--- src/hdl/cvfq_pkg.sv ---
// ----------------------------------------------------------------------------
// cvfq_pkg
// Shared types, constants and helpers of the cell voltage fault qualifier.
// ----------------------------------------------------------------------------
package cvfq_pkg;

    localparam int NUM_CELLS   = 128;
    localparam int CELL_AW     = (NUM_CELLS > 1) ? $clog2(NUM_CELLS) : 1;
    localparam int IDX_W       = 7;
    localparam int VOLT_W      = 16;
    localparam int COUNT_W     = 8;
    localparam int IN_DATA_W   = 24;
    localparam int OUT_DATA_W  = 48;
    localparam int CFG_AW      = 4;
    localparam int CFG_DW      = 32;
    localparam int QUEUE_DEPTH = 2;
    localparam int QUEUE_AW    = 1;

    localparam logic [VOLT_W-1:0]  OVER_LIMIT_RST  = 16'd4200;
    localparam logic [VOLT_W-1:0]  UNDER_LIMIT_RST = 16'd2800;
    localparam logic [COUNT_W-1:0] COUNT_LIMIT_RST = 8'd5;
    localparam logic [COUNT_W-1:0] COUNT_MAX       = 8'd255;

    localparam logic [1:0] REG_OVER_LIMIT  = 2'd0;
    localparam logic [1:0] REG_UNDER_LIMIT = 2'd1;
    localparam logic [1:0] REG_COUNT_LIMIT = 2'd2;

    typedef enum logic [1:0] {
        CLS_OK    = 2'd0,
        CLS_OVER  = 2'd1,
        CLS_UNDER = 2'd2
    } t_cls;

    typedef struct packed {
        logic [VOLT_W-1:0]  over_limit;
        logic [VOLT_W-1:0]  under_limit;
        logic [COUNT_W-1:0] count_limit;
    } t_cfg;

    typedef struct packed {
        logic [IDX_W-1:0]  idx;
        logic [VOLT_W-1:0] volt;
        logic              in_range;
        t_cls              cls;
    } t_item;

    typedef struct packed {
        logic [COUNT_W-1:0] count;
        logic               kind;
        logic               over;
        logic               under;
    } t_entry;

    function automatic logic [CELL_AW-1:0] f_cell_addr(input logic [IDX_W-1:0] idx);
        logic [IDX_W+CELL_AW-1:0] ext;
        ext = {{CELL_AW{1'b0}}, idx};
        return ext[CELL_AW-1:0];
    endfunction

endpackage

--- src/hdl/cvfq_ram.sv ---
// ----------------------------------------------------------------------------
// cvfq_ram
// Simple dual-port RAM, one write port and one registered read port.
// ----------------------------------------------------------------------------
module cvfq_ram #(
    parameter int WIDTH = 8,
    parameter int DEPTH = 16
) (
    input  logic                     i_clk,
    input  logic                     i_we,
    input  logic [$clog2(DEPTH)-1:0] i_waddr,
    input  logic [WIDTH-1:0]         i_wdata,
    input  logic                     i_re,
    input  logic [$clog2(DEPTH)-1:0] i_raddr,
    output logic [WIDTH-1:0]         o_rdata
);

    logic [WIDTH-1:0] r_mem [DEPTH];
    logic [WIDTH-1:0] r_rdata;

    always_ff @(posedge i_clk) begin
        if (i_we) begin
            r_mem[i_waddr] <= i_wdata;
        end
        if (i_re) begin
            r_rdata <= r_mem[i_raddr];
        end
    end

    assign o_rdata = r_rdata;

endmodule

--- src/hdl/cvfq_cfg.sv ---
// ----------------------------------------------------------------------------
// cvfq_cfg
// APB register bank holding the voltage limits and the count limit.
// ----------------------------------------------------------------------------
module cvfq_cfg (
    input  logic                        i_clk,
    input  logic                        i_rst_n,
    input  logic                        psel,
    input  logic                        penable,
    input  logic                        pwrite,
    input  logic [cvfq_pkg::CFG_AW-1:0] paddr,
    input  logic [cvfq_pkg::CFG_DW-1:0] pwdata,
    output logic [cvfq_pkg::CFG_DW-1:0] prdata,
    output logic                        pready,
    output cvfq_pkg::t_cfg              o_cfg
);
    import cvfq_pkg::*;

    t_cfg       r_cfg;
    logic [1:0] reg_idx;
    logic       wr_en;

    assign reg_idx = paddr[3:2];
    assign wr_en   = psel && penable && pwrite;
    assign pready  = 1'b1;

    always_ff @(posedge i_clk) begin
        if (!i_rst_n) begin
            r_cfg.over_limit  <= OVER_LIMIT_RST;
            r_cfg.under_limit <= UNDER_LIMIT_RST;
            r_cfg.count_limit <= COUNT_LIMIT_RST;
        end else if (wr_en) begin
            case (reg_idx)
                REG_OVER_LIMIT:  r_cfg.over_limit  <= pwdata[VOLT_W-1:0];
                REG_UNDER_LIMIT: r_cfg.under_limit <= pwdata[VOLT_W-1:0];
                REG_COUNT_LIMIT: r_cfg.count_limit <= pwdata[COUNT_W-1:0];
                default: ;
            endcase
        end
    end

    always_comb begin
        case (reg_idx)
            REG_OVER_LIMIT:  prdata = {{(CFG_DW-VOLT_W){1'b0}}, r_cfg.over_limit};
            REG_UNDER_LIMIT: prdata = {{(CFG_DW-VOLT_W){1'b0}}, r_cfg.under_limit};
            REG_COUNT_LIMIT: prdata = {{(CFG_DW-COUNT_W){1'b0}}, r_cfg.count_limit};
            default:         prdata = '0;
        endcase
    end

    assign o_cfg = r_cfg;

endmodule

--- src/hdl/cvfq_front.sv ---
// ----------------------------------------------------------------------------
// cvfq_front
// Input side: unpacks a sample, checks its index and classifies its voltage.
// ----------------------------------------------------------------------------
module cvfq_front (
    input  logic                           s_axis_tvalid,
    output logic                           s_axis_tready,
    input  logic [cvfq_pkg::IN_DATA_W-1:0] s_axis_tdata,
    input  cvfq_pkg::t_cfg                 i_cfg,
    input  logic                           i_q_full,
    output logic                           o_push,
    output cvfq_pkg::t_item                o_item
);
    import cvfq_pkg::*;

    logic [IDX_W-1:0]  idx;
    logic [VOLT_W-1:0] volt;

    assign idx  = s_axis_tdata[IDX_W-1:0];
    assign volt = s_axis_tdata[IDX_W+VOLT_W-1:IDX_W];

    assign s_axis_tready = !i_q_full;
    assign o_push        = s_axis_tvalid && !i_q_full;

    always_comb begin
        o_item.idx      = idx;
        o_item.volt     = volt;
        o_item.in_range = (32'(idx) < NUM_CELLS);
        if (volt > i_cfg.over_limit) begin
            o_item.cls = CLS_OVER;
        end else if (volt < i_cfg.under_limit) begin
            o_item.cls = CLS_UNDER;
        end else begin
            o_item.cls = CLS_OK;
        end
    end

endmodule

--- src/hdl/cvfq_queue.sv ---
// ----------------------------------------------------------------------------
// cvfq_queue
// Short FIFO of classified samples between the front and the back.
// ----------------------------------------------------------------------------
module cvfq_queue (
    input  logic            i_clk,
    input  logic            i_rst_n,
    input  logic            i_push,
    input  cvfq_pkg::t_item i_item,
    output logic            o_full,
    input  logic            i_pop,
    output logic            o_valid,
    output cvfq_pkg::t_item o_item
);
    import cvfq_pkg::*;

    t_item               r_mem [QUEUE_DEPTH];
    logic [QUEUE_AW-1:0] r_wptr;
    logic [QUEUE_AW-1:0] r_rptr;
    logic [QUEUE_AW:0]   r_count;

    assign o_full  = (32'(r_count) == QUEUE_DEPTH);
    assign o_valid = (r_count != '0);
    assign o_item  = r_mem[r_rptr];

    always_ff @(posedge i_clk) begin
        if (i_push) begin
            r_mem[r_wptr] <= i_item;
        end
    end

    always_ff @(posedge i_clk) begin
        if (!i_rst_n) begin
            r_wptr  <= '0;
            r_rptr  <= '0;
            r_count <= '0;
        end else begin
            if (i_push) begin
                r_wptr <= r_wptr + 1'b1;
            end
            if (i_pop) begin
                r_rptr <= r_rptr + 1'b1;
            end
            case ({i_push, i_pop})
                2'b10:   r_count <= r_count + 1'b1;
                2'b01:   r_count <= r_count - 1'b1;
                default: r_count <= r_count;
            endcase
        end
    end

endmodule

--- src/hdl/cvfq_back.sv ---
// ----------------------------------------------------------------------------
// cvfq_back
// Execution side: per-cell counter and latch update, pack flags, scan
// max/min and the output register.
// ----------------------------------------------------------------------------
module cvfq_back (
    input  logic                            i_clk,
    input  logic                            i_rst_n,
    input  cvfq_pkg::t_cfg                  i_cfg,
    input  logic                            i_q_valid,
    input  cvfq_pkg::t_item                 i_item,
    output logic                            o_pop,
    output logic                            m_axis_tvalid,
    input  logic                            m_axis_tready,
    output logic [cvfq_pkg::OUT_DATA_W-1:0] m_axis_tdata
);
    import cvfq_pkg::*;

    localparam int EW = $bits(t_entry);

    t_item                  r_u;
    logic                   r_u_valid;
    logic                   r_rd_vld;
    logic                   r_fwd_hit;
    t_entry                 r_fwd_data;
    logic [NUM_CELLS-1:0]   r_cell_vld;
    logic                   r_any_over;
    logic                   r_any_under;
    logic [VOLT_W-1:0]      r_max;
    logic [VOLT_W-1:0]      r_min;
    logic                   r_o_valid;
    logic [OUT_DATA_W-1:0]  r_o_data;

    logic [EW-1:0]          ram_rdata;
    logic [CELL_AW-1:0]     raddr;
    logic [CELL_AW-1:0]     waddr;
    logic                   we;
    logic                   u_adv;
    t_entry                 cur;
    t_entry                 n_entry;
    logic                   n_any_over;
    logic                   n_any_under;
    logic [VOLT_W-1:0]      n_max;
    logic [VOLT_W-1:0]      n_min;
    logic [OUT_DATA_W-1:0]  n_o_data;

    assign u_adv = r_u_valid && (!r_o_valid || m_axis_tready);
    assign o_pop = i_q_valid && (!r_u_valid || u_adv);
    assign raddr = f_cell_addr(i_item.idx);
    assign waddr = f_cell_addr(r_u.idx);
    assign we    = u_adv && r_u.in_range;

    cvfq_ram #(
        .WIDTH (EW),
        .DEPTH (NUM_CELLS)
    ) u_state_ram (
        .i_clk   (i_clk),
        .i_we    (we),
        .i_waddr (waddr),
        .i_wdata (n_entry),
        .i_re    (o_pop),
        .i_raddr (raddr),
        .o_rdata (ram_rdata)
    );

    always_comb begin
        if (r_fwd_hit) begin
            cur = r_fwd_data;
        end else if (r_rd_vld) begin
            cur = t_entry'(ram_rdata);
        end else begin
            cur = '0;
        end

        n_entry = cur;
        case (r_u.cls)
            CLS_OVER: begin
                if (cur.count != COUNT_MAX) n_entry.count = cur.count + 1'b1;
                n_entry.kind = 1'b1;
            end
            CLS_UNDER: begin
                if (cur.count != COUNT_MAX) n_entry.count = cur.count + 1'b1;
                n_entry.kind = 1'b0;
            end
            default: begin
                if (cur.count != '0) n_entry.count = cur.count - 1'b1;
            end
        endcase

        n_any_over  = r_any_over;
        n_any_under = r_any_under;
        if (n_entry.count > i_cfg.count_limit) begin
            if (n_entry.kind) begin
                n_entry.over = 1'b1;
                n_any_over   = 1'b1;
            end else begin
                n_entry.under = 1'b1;
                n_any_under   = 1'b1;
            end
        end

        n_max = r_max;
        n_min = r_min;
        if (r_u.idx == '0) begin
            n_max = r_u.volt;
            n_min = r_u.volt;
        end else begin
            if (r_u.volt > r_max) n_max = r_u.volt;
            if (r_u.volt < r_min) n_min = r_u.volt;
        end

        if (!r_u.in_range) begin
            n_any_over  = r_any_over;
            n_any_under = r_any_under;
            n_max       = r_max;
            n_min       = r_min;
            n_o_data    = {4'b0000, {COUNT_W{1'b0}}, r_min, r_max,
                           r_any_under, r_any_over, 1'b0, 1'b0};
        end else begin
            n_o_data    = {4'b0000, n_entry.count, n_min, n_max,
                           n_any_under, n_any_over, n_entry.under, n_entry.over};
        end
    end

    always_ff @(posedge i_clk) begin
        if (o_pop) begin
            r_u        <= i_item;
            r_rd_vld   <= r_cell_vld[raddr];
            r_fwd_hit  <= we && (waddr == raddr);
            r_fwd_data <= n_entry;
        end
        if (u_adv) begin
            r_o_data <= n_o_data;
        end
    end

    always_ff @(posedge i_clk) begin
        if (!i_rst_n) begin
            r_u_valid   <= 1'b0;
            r_o_valid   <= 1'b0;
            r_cell_vld  <= '0;
            r_any_over  <= 1'b0;
            r_any_under <= 1'b0;
            r_max       <= '0;
            r_min       <= '0;
        end else begin
            if (o_pop) begin
                r_u_valid <= 1'b1;
            end else if (u_adv) begin
                r_u_valid <= 1'b0;
            end
            if (u_adv) begin
                r_o_valid <= 1'b1;
            end else if (m_axis_tready) begin
                r_o_valid <= 1'b0;
            end
            if (we) begin
                r_cell_vld[waddr] <= 1'b1;
                r_any_over        <= n_any_over;
                r_any_under       <= n_any_under;
                r_max             <= n_max;
                r_min             <= n_min;
            end
        end
    end

    assign m_axis_tvalid = r_o_valid;
    assign m_axis_tdata  = r_o_data;

endmodule

--- src/hdl/cell_voltage_fault_qualifier_core.sv ---
// ----------------------------------------------------------------------------
// cell_voltage_fault_qualifier_core
// Qualifies per-cell over/under voltage faults from a stream of samples.
//
// Usage:
//   s_axis carries one sample per word: cell index and voltage in mV.
//   m_axis returns one result word per sample: the cell's latched faults,
//   pack-wide fault flags, scan max/min and the cell's bad counter.
//   The APB port holds the over limit, under limit and count limit; write
//   it only while no sample is in flight.
// Timing:
//   A sample passes the queue, the update register and the output
//   register. One sample per cycle is sustained while m_axis_tready is
//   high; per-cell state lives in a one-read, one-write-port RAM, and a
//   back-to-back sample of the same cell reads its state from a bypass register.
// Reset:
//   Synchronous, active low. Clears all counters, latches, pack flags and
//   scan max/min (per-cell valid bits, no clearing sweep) and restores the
//   register defaults. Samples are accepted right after reset.
// Stall:
//   When m_axis_tready is low, the result holds, one more sample advances
//   into the back, two wait in the queue, then s_axis_tready drops.
// ----------------------------------------------------------------------------
module cell_voltage_fault_qualifier_core (
    input  logic                            i_clk,
    input  logic                            i_rst_n,
    input  logic                            s_axis_tvalid,
    output logic                            s_axis_tready,
    // [6:0] cell_index, [22:7] cell_voltage, [23] zero
    input  logic [cvfq_pkg::IN_DATA_W-1:0]  s_axis_tdata,
    output logic                            m_axis_tvalid,
    input  logic                            m_axis_tready,
    // [0] cell_over_fault, [1] cell_under_fault, [2] pack_over_fault,
    // [3] pack_under_fault, [19:4] scan_max_mv, [35:20] scan_min_mv,
    // [43:36] bad_count, [47:44] zero
    output logic [cvfq_pkg::OUT_DATA_W-1:0] m_axis_tdata,
    input  logic                            psel,
    input  logic                            penable,
    input  logic                            pwrite,
    input  logic [cvfq_pkg::CFG_AW-1:0]     paddr,
    input  logic [cvfq_pkg::CFG_DW-1:0]     pwdata,
    output logic [cvfq_pkg::CFG_DW-1:0]     prdata,
    output logic                            pready
);
    import cvfq_pkg::*;

    t_cfg  cfg;
    t_item f_item;
    t_item q_item;
    logic  push;
    logic  pop;
    logic  q_full;
    logic  q_valid;

    cvfq_cfg u_cfg (
        .i_clk   (i_clk),
        .i_rst_n (i_rst_n),
        .psel    (psel),
        .penable (penable),
        .pwrite  (pwrite),
        .paddr   (paddr),
        .pwdata  (pwdata),
        .prdata  (prdata),
        .pready  (pready),
        .o_cfg   (cfg)
    );

    cvfq_front u_front (
        .s_axis_tvalid (s_axis_tvalid),
        .s_axis_tready (s_axis_tready),
        .s_axis_tdata  (s_axis_tdata),
        .i_cfg         (cfg),
        .i_q_full      (q_full),
        .o_push        (push),
        .o_item        (f_item)
    );

    cvfq_queue u_queue (
        .i_clk   (i_clk),
        .i_rst_n (i_rst_n),
        .i_push  (push),
        .i_item  (f_item),
        .o_full  (q_full),
        .i_pop   (pop),
        .o_valid (q_valid),
        .o_item  (q_item)
    );

    cvfq_back u_back (
        .i_clk         (i_clk),
        .i_rst_n       (i_rst_n),
        .i_cfg         (cfg),
        .i_q_valid     (q_valid),
        .i_item        (q_item),
        .o_pop         (pop),
        .m_axis_tvalid (m_axis_tvalid),
        .m_axis_tready (m_axis_tready),
        .m_axis_tdata  (m_axis_tdata)
    );

endmodule

--- config.mk ---
export PLATFORM = sky130hd
export DESIGN_NAME = cell_voltage_fault_qualifier_core
export DESIGN_NICKNAME = d
export VERILOG_FILES = /design/src/hdl/cvfq_pkg.sv /design/src/hdl/cvfq_ram.sv /design/src/hdl/cvfq_cfg.sv /design/src/hdl/cvfq_front.sv /design/src/hdl/cvfq_queue.sv /design/src/hdl/cvfq_back.sv /design/src/hdl/cell_voltage_fault_qualifier_core.sv
export SDC_FILE = /design/constraint.sdc
export NUM_CORES = 2
export LEC_CHECK = 0
export BUFFER_PORTS_ARGS = -buffer_cell sky130_fd_sc_hd__buf_2
export CORE_MARGIN = 2
export CORE_UTILIZATION = 30
export DETAILED_ROUTE_END_ITERATION = 8
export PLACE_DENSITY = 0.44
export SETUP_SLACK_MARGIN = 0.4
export SKIP_CTS_REPAIR_TIMING = 1
export SYNTH_ARGS = -nofsm -noshare
export SYNTH_HDL_FRONTEND = slang
export SYNTH_HIERARCHICAL = 1
export SYNTH_SLANG_ARGS = --single-unit
--- constraint.sdc ---
create_clock -name i_clk -period 17.7 [get_ports i_clk]
set_input_delay 3.54 -clock i_clk [delete_from_list [all_inputs] [get_ports i_clk]]
set_output_delay 3.54 -clock i_clk [all_outputs]
set_load 0.01 [all_outputs]
**After elaboration in Yosys (flattened, before gate mapping)**

Memory sizes are Yosys's and may differ from the RTL's. A register that Yosys moved wholly into a read port is not among the register bits.
Index checks and enable logic that the tools add are counted.

- Input port bits: 67
- Memories kept: 2
- Logic and storage cells: 112
- Memory bits (writable): 1458
- Register bits after elaboration: 295
- Output and inout bits: 83

- Add/sub/neg operators: 6
- Eq/ne operators: 9
- Bitwise gates (word level): 1
- Mux-type cells: 36
- Order comparisons: 8
- Reductions and logical operators: 25

Memory list:

| name | depth | bits a word | rd ports | clocked after memory_dff | write ports | RTL line | source |
|---|---|---|---|---|---|---|---|
| u_back.u_state_ram.r_mem | 128 | 11 | 1 | 1 | 1 | cvfq_ram.sv:18 | `logic [WIDTH-1:0] r_mem [DEPTH];` |
| u_queue.r_mem | 2 | 25 | 1 | 1 | 1 | cvfq_queue.sv:17 | `t_item r_mem [QUEUE_DEPTH];` |

Operators with widths:

| cell | count |
|---|---|
| OR 128 bit | 1 |
| 2-to-1 mux 16 bit | 4 |
| one-hot mux 16 bit (3 select lines) | 1 |
| 2-to-1 mux 36 bit | 1 |
| greater-than comparator 16 bit | 2 |
| less-than comparator 16 bit | 2 |
| 2-to-1 mux 8 bit | 3 |
| 2-to-1 mux 11 bit | 2 |
| 2-to-1 mux 1 bit | 18 |
| less-than comparator 7 x 8 -> 1 bit (second input constant) | 2 |
| adder 8 x 1 -> 8 bit (second input constant) | 1 |
| == test 2 bit (second input constant) | 4 |
| greater-than comparator 8 bit | 1 |
| logical AND 1 bit | 8 |
| inequality test 8 bit (second input constant) | 1 |
| AND reduction 2 bit | 4 |
| nonzero test 2 bit | 4 |
| nonzero test 8 bit | 1 |
| subtractor 8 x 1 -> 8 bit (second input constant) | 1 |
| binary-select mux 1 bit (select 7 bit) | 1 |
| demux 1 bit (select 7 bit) | 1 |
| == test 7 bit | 1 |
| greater-or-equal comparator 7 x 1 -> 1 bit (second input constant) | 1 |
| zero test 7 bit | 1 |
| other kinds (11) | 19 |

**Logic depth before layout (Yosys ltp)**

- Depth in word-level cells: 8
- Mapped depth: 18
- Gate-level depth less buffers: 17

**Cells and area by module**

Netlist, hierarchy kept.

By module, submodules not included:

| module | cells an instance | area each (µm²) | instances |
|---|---|---|---|
| cvfq_ram | 2178 | 54333.4 | 1 |
| cvfq_back | 1104 | 11602.4 | 1 |
| cvfq_queue | 103 | 2090.8 | 1 |
| cvfq_cfg | 227 | 2039.5 | 1 |
| cvfq_front | 136 | 969.7 | 1 |

**Least setup slack after synthesis**

No wires, ideal clock.

- Kind: register -> register
- From: reg u_back.r_fwd_hit
- To: reg u_back/r_fwd_data[0] (netlist bit) (data pin)
- Cell stages (with the launch flop): 15
- Arrival time: 9918 ps
- Library setup time: 537 ps
- Setup slack: 7245 ps
- Data required time: 17163 ps
- Path buffers: 2
- Cell sequence: edfxtp_1 > buf_2 > buf_2 > nor2_1 > a21oi_1 > inv_1 > ha_1 > nand2_1 > a31oi_1 > o31ai_1 > ha_1 > nand4_1 > nor2_1 > a211oi_1 > a221o_1

RTL lines:

| what | RTL line | source |
|---|---|---|
| start, declared | cvfq_back.sv:24 | `logic r_fwd_hit;` |
| start signal, assigned | cvfq_back.sv:129 | `r_fwd_hit <= we && (waddr == raddr);` |
| end signal, assigned | cvfq_back.sv:130 | `r_fwd_data <= n_entry;` |
| end, declared | cvfq_back.sv:25 | `t_entry r_fwd_data;` |

**Worst setup path in the final report**

- From: in paddr[3] (netlist bit)
- To: out prdata[3] (netlist bit)

- Word-level cells in the longest chain between the ends: 2
- Elaborated cells between the ends (all ways): 4

RTL lines:

| what | RTL line | source |
|---|---|---|
| start, declared | cell_voltage_fault_qualifier_core.sv:40 | `input logic [cvfq_pkg::CFG_AW-1:0] paddr,` |
| == test 2 bit (tied with other cells) | cvfq_cfg.sv:43 | `case (reg_idx)` |
| one-hot mux 16 bit (3 select lines) (*) | cvfq_cfg.sv:43 |  |
| end, declared | cell_voltage_fault_qualifier_core.sv:42 | `output logic [cvfq_pkg::CFG_DW-1:0] prdata,` |

Mark *: on every way between the ends. The rest lies on a longest branch, timed or not.

==> results.cfg <==
[floorplan]
dieArea_sq_mm = 0.241
rows = 178
ios = 150
die_w_um = 491
start_util_pct = 30.2
core_sq_mm = 0.235
die_h_um = 491

[sta]
worst_pin_slew_ns = 1.25
setup_viol = 0
period_share_pct = 50.0
tns_ns = 0
setup_ws_ns = 8.85
fin_skew_ns = 0.0323
hold_violations = 0
slew_viol_final = 0
relSlewSlack_pct = 16.3
fmax_ghz = 0.113
rsz0062_at_grt = false
min_period_ns = 8.85
whs_ns = 0.459

[power]
leakage_nw = 26.2
power_density_mw_per_mm2 = 177
ir_worst_vdd_mv = 0.247

[grt]
grt_max_degree = 131
grt_pass1_wl_um = 268000
antenna_found_initial = 16
grt_usage_pct = 15.3
grt_pass1_vias = 36200
grt.overflow.total = 0

[drt]
viasPerCell = 4.85
drc = 0
route.vias.total = 35300
routedWlPerCell_um = 25.7
wirelength_um = 187000
drtIter0Drc = 2857
final_antenna_net_count = 0
first_pass_iters = 7

[synth]
synth-edff-count = 1554
post_synth.cell_area_avg_sq_um = 19.0
netlist_instances = 3748
synth_top_cell_by_area = edfxtp_1
ys_ff_latch = 1763
ys_top_cells_by_count = edfxtp_1 (1554), mux4_2 (480), nor2_1 (280), dfxtp_1 (209), nand2_1 (155)
synth_top_area_share_pct = 65.7
syn_area_sq_mm = 0.0710
seq_area_frac_synth_pct = 71.6
async_reset_ff_share_pct = 0
synthFlopType = edfxtp_1
ys_types = 66
synth.most_common_cell = edfxtp_1
yosys_warnings = 6
synthTopCellsByArea = edfxtp_1 (66%), mux4_2 (15%), dfxtp_1 (5.9%), mux2i_1 (1.7%), nor2_1 (1.5%)

[placement]
port_buffers = 109
placed_area_sq_mm = 0.0757
post-dp-hpwl_um = 112000
dp_slack_ns = 8.87
dp.cells = 6920
gp_congestion = 0.744

[critical_path]
worst-setup-path-type = in2out
worstSetupEndpointType = output pin
worst_path_max_delay_cell = nor2b_1
critPathMostFrequentCell = buf_2
crit_chain = buf_2 > nor2b_1 > nand2_1 > o21ai_0 > buf_2
cpPeakStageDelay_ns = 0.74
timing.critical_path.fanout_max = 19
r2r_cells = 12
crit_arrival_ns = 5.31
start_kind = primary input
worstPathRequired_ns = 14.16

[cells_and_area]
nets = 4106
area_growth_pct = 15.2
fin_area_sq_mm = 0.0818
drive_above_1_share_pct = 27.0
final_cells = 7275

[cts]
clock_latency_ns = 0.82
cts_tree = built
clk_path_buf_depth = 3
cts.htree.levels = 4
path_clk_slew_ns = 0.05
cts_made_buffers = 194
clock-root-buffer = clkbuf_16
clock-sinks = 1763

[run]
max_cap_viol_count = 0

[worst_hold_path]
min_path_type = reg2reg
min_path_cells = 1

[outcome]
outcome = completed
-- placed cells by master, fill, tap and decap left out, types with 14 or more instances in the layout --
cell type / n
edfxtp_1: 1554
mux4_2: 480
nor2_1: 272
dfxtp_1: 209
clkbuf_16: 200
nand2_1: 153
buf_4: 133
o21a_1: 133
mux2i_1: 118
buf_2: 108
inv_1: 78
ha_1: 73
mux2_2: 54
nor2b_1: 53
clkbuf_1: 49
nand3_1: 46
clkinv_2: 37
a21oi_1: 35
clkinv_1: 34
o21ai_0: 31
nand4_1: 22
conb_1: 22
and2_1: 16
a21o_1: 14
-- metal layers --
layer | part of all wire, % | up-vias | track usage [%]
met1 | 47 | 18900 | 22.2
li1 | - | 15400 | -
met2 | 47 | 779 | 24.3
met5 | 0.011 | - | 0
met3 | 4.5 | 210 | 2.54
met4 | 1.6 | 4 | 3.08
-- area by class of cell --
| cell class | count | area (sq um) |
|---|---|---|
| multi-input combinational | 1682 | 19000 |
| sequential | 1763 | 50800 |
| timing repair buffer | 246 | 1630 |
| clock inverter | 94 | 790 |
| tap | 3150 | 3940 |
| inverter | 79 | 299 |
| fill | 22200 | 154000 |
| clock buffer | 258 | 5310 |
| antenna | 3 | 7.51 |
-- logic make-up (layout without fill, tap and decap cells) --
logic type                 after synthesis  count (layout)  share of synthesized area [%]
AOI/OAI and AO/OA                      276             276                           2.73
xor gates and xnor gates                15              15                          0.185
adders and majority gates               73              73                           1.29
buffers and inverters                  321             677                           2.16
DFF                                   1763            1763                           71.6
muxes                                  672             672                           18.1
other                                    4              25                         0.0211
and+or+nand+nor                        624             624                           3.93
-- registers in the layout, summed over array words and instances, names as in the netlist, 11 cells and up, named ones only --
signal                      flops
u_back/m_axis_tdata            44
u_back/r_cell_vld             128
u_back/r_fwd_data              11
u_back/r_max                   16
u_back/r_min                   16
u_back/r_u                     19
u_back/u_state_ram/o_rdata     11
u_back/u_state_ram/r_mem     1408
u_cfg/o_cfg                    40
u_queue/r_mem                  52
-- worst paths after layout --
check                                            from                             end  slack (ns)
worst min register to register  u_back/r_cell_vld[17]           u_back/r_cell_vld[17]        0.46
worst max-delay path                         paddr[3]                       prdata[3]        8.85
worst min-delay path            u_back/r_cell_vld[17]           u_back/r_cell_vld[17]        0.46
worst max register to register       u_back/r_fwd_hit  u_back/u_state_ram/r_mem[7][1]       11.45
-- stage by stage --
stage	power, W	utilization (%)
after floorplan	0.00898	-
after global placement	0.0107	32.2
after detailed placement	0.0108	32.2
after CTS	0.0148	34.7
after global routing	0.0151	34.7
final	0.0145	34.8
-- where the power goes --
group	leakage [nW]	internal, W	switching, W
Sequential	15.8	0.00623	0.0000954
Clock	3.01	0.00226	0.00164
Combinational	7.41	0.00115	0.00310
Total	26.2	0.00963	0.00484
-- worst max-delay path: cells and delay by family --
| kind | cells | cell delay, ns |
|---|---|---|
| buffers and inverters | 2 | 0.60 |
| AND/OR/NAND/NOR | 2 | 0.93 |
| AO/OA/AOI/OAI | 1 | 0.23 |
(Power assumes the default switching activity.)
